<file path="config.mk">
export PLATFORM = sky130hd
export DESIGN_NAME = gpp_front
export DESIGN_NICKNAME = d
export VERILOG_FILES = /design/src/rtl/gpp_pkg.sv /design/src/rtl/gpp_front.sv
export SDC_FILE = /design/constraint.sdc
export NUM_CORES = 2
export LEC_CHECK = 0
export BUFFER_PORTS_ARGS = -buffer_cell sky130_fd_sc_hd__buf_2
export CAP_MARGIN = 0
export CORE_MARGIN = 5
export CORE_UTILIZATION = 64
export CTS_CLUSTER_DIAMETER = 200
export CTS_CLUSTER_SIZE = 30
export DETAILED_ROUTE_END_ITERATION = 6
export PLACE_DENSITY = 0.9
export SYNTH_ARGS = -nofsm -noshare
export SYNTH_HDL_FRONTEND = slang
export SYNTH_SLANG_ARGS = --single-unit
export TNS_END_PERCENT = 30
</file>
<file path="constraint.sdc">
create_clock -name clk -period 6.5 [get_ports clk]
set_input_delay 0.325 -clock clk [delete_from_list [all_inputs] [get_ports clk]]
set_output_delay 0.325 -clock clk [all_outputs]
set_load 0.02 [all_outputs]
</file>
<file path="src/rtl/gpp_pkg.sv">
// Shared types, constants and helper functions of the grid point projection block.
package gpp_pkg;

  localparam int SCREEN_WIDTH_DEF  = 1920;
  localparam int SCREEN_HEIGHT_DEF = 1080;
  localparam int TRIG_FRAC_DEF     = 14;

  localparam int COORD_W  = 33;
  localparam int COLOR_W  = 24;
  localparam int TRIG_W   = 16;
  localparam int PADDR_W  = 5;

  typedef enum logic [2:0] {
    REG_ZOOM    = 3'd0,
    REG_GAIN    = 3'd1,
    REG_MAP     = 3'd2,
    REG_SHIFT_X = 3'd3,
    REG_SHIFT_Y = 3'd4,
    REG_ROT_X   = 3'd5,
    REG_ROT_Y   = 3'd6,
    REG_ROT_Z   = 3'd7
  } cfg_idx_t;

  localparam logic [15:0] ZOOM_RST  = 16'd1;
  localparam logic [15:0] GAIN_RST  = 16'd1;
  localparam logic [31:0] MAP_RST   = 32'd0;
  localparam logic [15:0] SHIFT_RST = 16'd0;
  localparam logic [31:0] TRIG_RST  = 32'd16384;

  typedef struct packed {
    logic               has_color;
    logic [COLOR_W-1:0] color;
  } pix_t;

  // Width of a coordinate after one rotation with 16-bit Q-format factors.
  function automatic int rot_width(input int wi, input int frac);
    rot_width = (frac < 17) ? wi + 17 - frac : wi;
  endfunction

  function automatic logic [31:0] sat32(input logic signed [63:0] v);
    logic in_range;
    in_range = (&v[63:31]) || !(|v[63:31]);
    if (in_range) begin
      sat32 = v[31:0];
    end else if (v[63]) begin
      sat32 = 32'h8000_0000;
    end else begin
      sat32 = 32'h7fff_ffff;
    end
  endfunction

endpackage

</file>
<file path="src/rtl/gpp_front.sv">
// Scaling and map centering stages ahead of the rotations.
module gpp_front (
  input  logic                              clk,
  input  logic                              rst_n,
  input  logic                              valid_i,
  input  logic [9:0]                        col_i,
  input  logic [9:0]                        row_i,
  input  logic signed [15:0]                elev_i,
  input  gpp_pkg::pix_t                     pix_i,
  input  logic [15:0]                       zoom_i,
  input  logic [15:0]                       gain_i,
  input  logic [31:0]                       map_i,
  output logic                              valid_o,
  output logic signed [gpp_pkg::COORD_W-1:0] x_o,
  output logic signed [gpp_pkg::COORD_W-1:0] y_o,
  output logic signed [gpp_pkg::COORD_W-1:0] z_o,
  output gpp_pkg::pix_t                     pix_o
);

  localparam int CW = gpp_pkg::COORD_W;

  logic [25:0]          cz_nxt, rz_nxt;
  logic [25:0]          cz_r, rz_r;
  logic signed [CW-1:0] ez_nxt, ez_r;
  logic [31:0]          mwz, mhz;
  logic [30:0]          halfw_r, halfh_r;
  logic                 v1_r, v2_r;
  gpp_pkg::pix_t        pix1_r, pix2_r;
  logic signed [CW-1:0] x_r, y_r, z_r;

  assign cz_nxt = {16'b0, col_i} * {10'b0, zoom_i};
  assign rz_nxt = {16'b0, row_i} * {10'b0, zoom_i};
  assign ez_nxt = $signed({{(CW-16){elev_i[15]}}, elev_i}) * $signed({{(CW-16){1'b0}}, gain_i});
  assign mwz    = {16'b0, map_i[31:16]} * {16'b0, zoom_i};
  assign mhz    = {16'b0, map_i[15:0]} * {16'b0, zoom_i};

  always_ff @(posedge clk) begin
    halfw_r <= mwz[31:1];
    halfh_r <= mhz[31:1];
    cz_r    <= cz_nxt;
    rz_r    <= rz_nxt;
    ez_r    <= ez_nxt;
    pix1_r  <= pix_i;
    x_r     <= $signed({7'b0, cz_r}) - $signed({2'b0, halfw_r});
    y_r     <= $signed({7'b0, rz_r}) - $signed({2'b0, halfh_r});
    z_r     <= ez_r;
    pix2_r  <= pix1_r;
  end

  always_ff @(posedge clk) begin
    if (!rst_n) begin
      v1_r <= 1'b0;
      v2_r <= 1'b0;
    end else begin
      v1_r <= valid_i;
      v2_r <= v1_r;
    end
  end

  assign valid_o = v2_r;
  assign x_o     = x_r;
  assign y_o     = y_r;
  assign z_o     = z_r;
  assign pix_o   = pix2_r;

endmodule

</file>
==> flow_summary.json <==
{
  "status": "complete, no violations",
  "max_cap_viol_count": 0,
  "setup_viol": 0,
  "syn-num-nets": 6453,
  "fillers": 5104,
  "drive_above_1_share": 0.06637,
  "dp_hpwl_mm": 88.33,
  "initial_core_util": 0.6472,
  "cts.sinks": 296,
  "clock_path_buffers": 3,
  "track_usage": 0.2884,
  "hold_path_depth": 2,
  "drtIter0Drc": 2586,
  "rsz0062_at_grt": "no",
  "ys_seq_area_frac": 0.1305,
  "layout_commonest_cell": "inv_1",
  "wl_per_cell_um": 18.04,
  "synth-seq-cells": 296,
  "cts_tree": "built",
  "drt_first_pass_iters": 5,
  "io_buffers": 252,
  "die_h_um": 276.3,
  "antenna_found_initial": 11,
  "yosysUniqueCellTypes": 82,
  "crit_fanout": 25,
  "arrival_ns": 6.24,
  "worstMarginPinSlew_ns": 0.7628,
  "num_io_pins": 253,
  "drc": 0,
  "clk_pin_slew_worst_paths_ns": 0.11,
  "fmax_mhz": 172.6,
  "vias": 35131,
  "synthFlopType": "dfxtp_1",
  "end_kind": "flip-flop",
  "layout.nets": 6604,
  "htreeDepth": 1,
  "final_cell_mix": "inv_1 (1002), fa_1 (804), nand2_1 (667)",
  "fp.dieW_um": 276.3,
  "finalCritPeriodShare": 0.8915,
  "yosys_warnings": 0,
  "overflow": 0,
  "core_region_area_sq_um": 70150,
  "die_area_sq_um": 76370,
  "wirelength_mm": 110.4,
  "relSlewSlack": 0.4915,
  "syn_area_per_cell_sq_um": 9.050,
  "hp-class": "input pin to flip-flop",
  "synth_cells": 5017,
  "r2r_cells": 9,
  "clkLatencyLatePin_ns": 0.56,
  "place_congestion": 0.9395,
  "finalHoldViolations": 0,
  "root_buffer": "clkbuf_16",
  "maxSlewViolCount": 0,
  "required_ns": 6.94,
  "skew_ns": 0.05021,
  "fin_crit_ns": 5.795,
  "numCtsBuffers": 13,
  "ant_nets": 0,
  "synthArstFlopShare": 0,
  "fin_tns_setup_ns": 0,
  "grt_pass1_wl_mm": 183.4,
  "syn_area_sq_um": 45400,
  "critical_path_class": "input pin to flip-flop",
  "grt_max_degree": 34,
  "cts_setup_buffers": 0,
  "num_rows": 97,
  "cp-start-kind": "input pin",
  "grt_pass1_vias": 37986,
  "vias_per_cell": 5.742,
  "area_growth_pct": 6.088,
  "synth-edff-count": 0
}
==> layout make-up <==
type                       instances  area [sq um]  share of cell area
sequential                       296          5926              0.1230
clock buffer                      13         325.3            0.006754
multi-input combinational       3522         34970              0.7259
antenna                           10         25.02           0.0005195
inverter                        1003          3765             0.07816
clock inverter                     2         38.79           0.0008053
tap                              940          1176             0.02442
timing repair buffer             332          1944             0.04037
==> cell families (layout without fill, tap and decap cells) <==
logic type	count (synthesis)	in the layout	share of synthesized area
flops	296	296	0.1305
xor+xnor	168	168	0.03241
mux	6	6	0.001350
buf+inv	1199	1350	0.09935
compound gates	569	569	0.08358
fa+ha+maj	1308	1308	0.4934
simple gates	1471	1471	0.1594
other cells	0	10	0
==> state kept, by name, indices dropped and copies added, names as in the netlist <==
name and count:
pix1_r 25, ez_r 33, halfw_r 31, cz_r 26, rz_r 26, x_o 32, valid_o 1, halfh_r 31
pix_o 25, y_o 32, v1_r 1, z_o 33
==> critical path, stage by stage <==
cell	delay [ns]
buf_2	0.42
nand2_1	0.15
fa_1	0.53
fa_1	0.57
fa_1	0.46
fa_1	0.56
inv_1	0.05
fa_1	0.51
inv_1	0.06
fa_1	0.47
inv_1	0.04
ha_1	0.38
nand4_1	0.16
a211oi_1	0.34
a221oi_2	0.13
o21ai_1	0.25
a31oi_1	0.18
or4b_1	0.53
o2111ai_1	0.11
==> final timing paths <==
kind	start	end	slack, ns
setup / recovery	zoom_i[1]	halfw_r[24]	0.71
hold / removal	elev_i[0]	ez_r[0]	0.20
setup reg to reg	halfh_r[10]	y_o[25]	3.58
hold reg to reg	ez_r[23]	z_o[23]	0.30
==> routing by layer <==
metal / vias to the layer above / global-route usage / wire length, um
met4: 4 / 0.1237 / 4908
met2: 1635 / 0.5110 / 55360
li1: 15697 / - / -
met3: 405 / 0.04362 / 9026
met1: 17390 / 0.3521 / 41050
met5: - / 0 / 20
==> cells in the mapped netlist, drive strengths merged, types with 5 or more instances <==
library cell	n	area [sq um]
a31oi	16	115.1
a21o	83	623.1
a21boi	6	45.04
nor2	112	420.4
inv	1003	3765
xnor2	115	1007
a31o	5	43.79
nand3	24	120.1
and4	5	43.79
a21oi	163	819.5
nor2b	22	137.6
o21ai	92	464.2
and2	520	3253
ha	504	6306
o211ai	34	255.2
nand2	668	2510
o31a	5	45.04
a221oi	10	100.1
dfxtp	296	5926
mux2i	5	50.05
o31ai	6	45.04
nand2b	23	143.9
a211oi	42	315.3
fa	804	16100
buf	5	28.77
clkbuf	191	716.9
a311oi	5	50.04
o21bai	23	172.7
nand4	16	100.1
nor3	31	155.2
and3	18	112.6
or3	8	50.05
xor2	53	464.2
or2	5	31.28
or4b	5	53.80
o21a	35	262.8
==> what timing repair did <==
item	4_1_cts	5_1_grt
hold endpoints to repair	27	0
hold buffers	28	0
gates resized for setup	0	0
==> stage by stage <==
stage                     setup slack [ns]  area, sq um  hold slack (ns)  instances    util
after floorplan                     0.5663        45400           0.3096       5017       -
after global placement              0.3956        47500           0.3095       6065  0.6771
after CTS                           0.7414        48140           0.1673       6108  0.6863
after detailed placement            0.2134        47500           0.3121       6065  0.6771
final                               0.7054        48170           0.1976       6118  0.6866
after global routing                0.4735        48160           0.1877       6115  0.6865
Power is not shown: default switching activity piles up to over one toggle a cycle in this logic, so the estimate is an artifact.
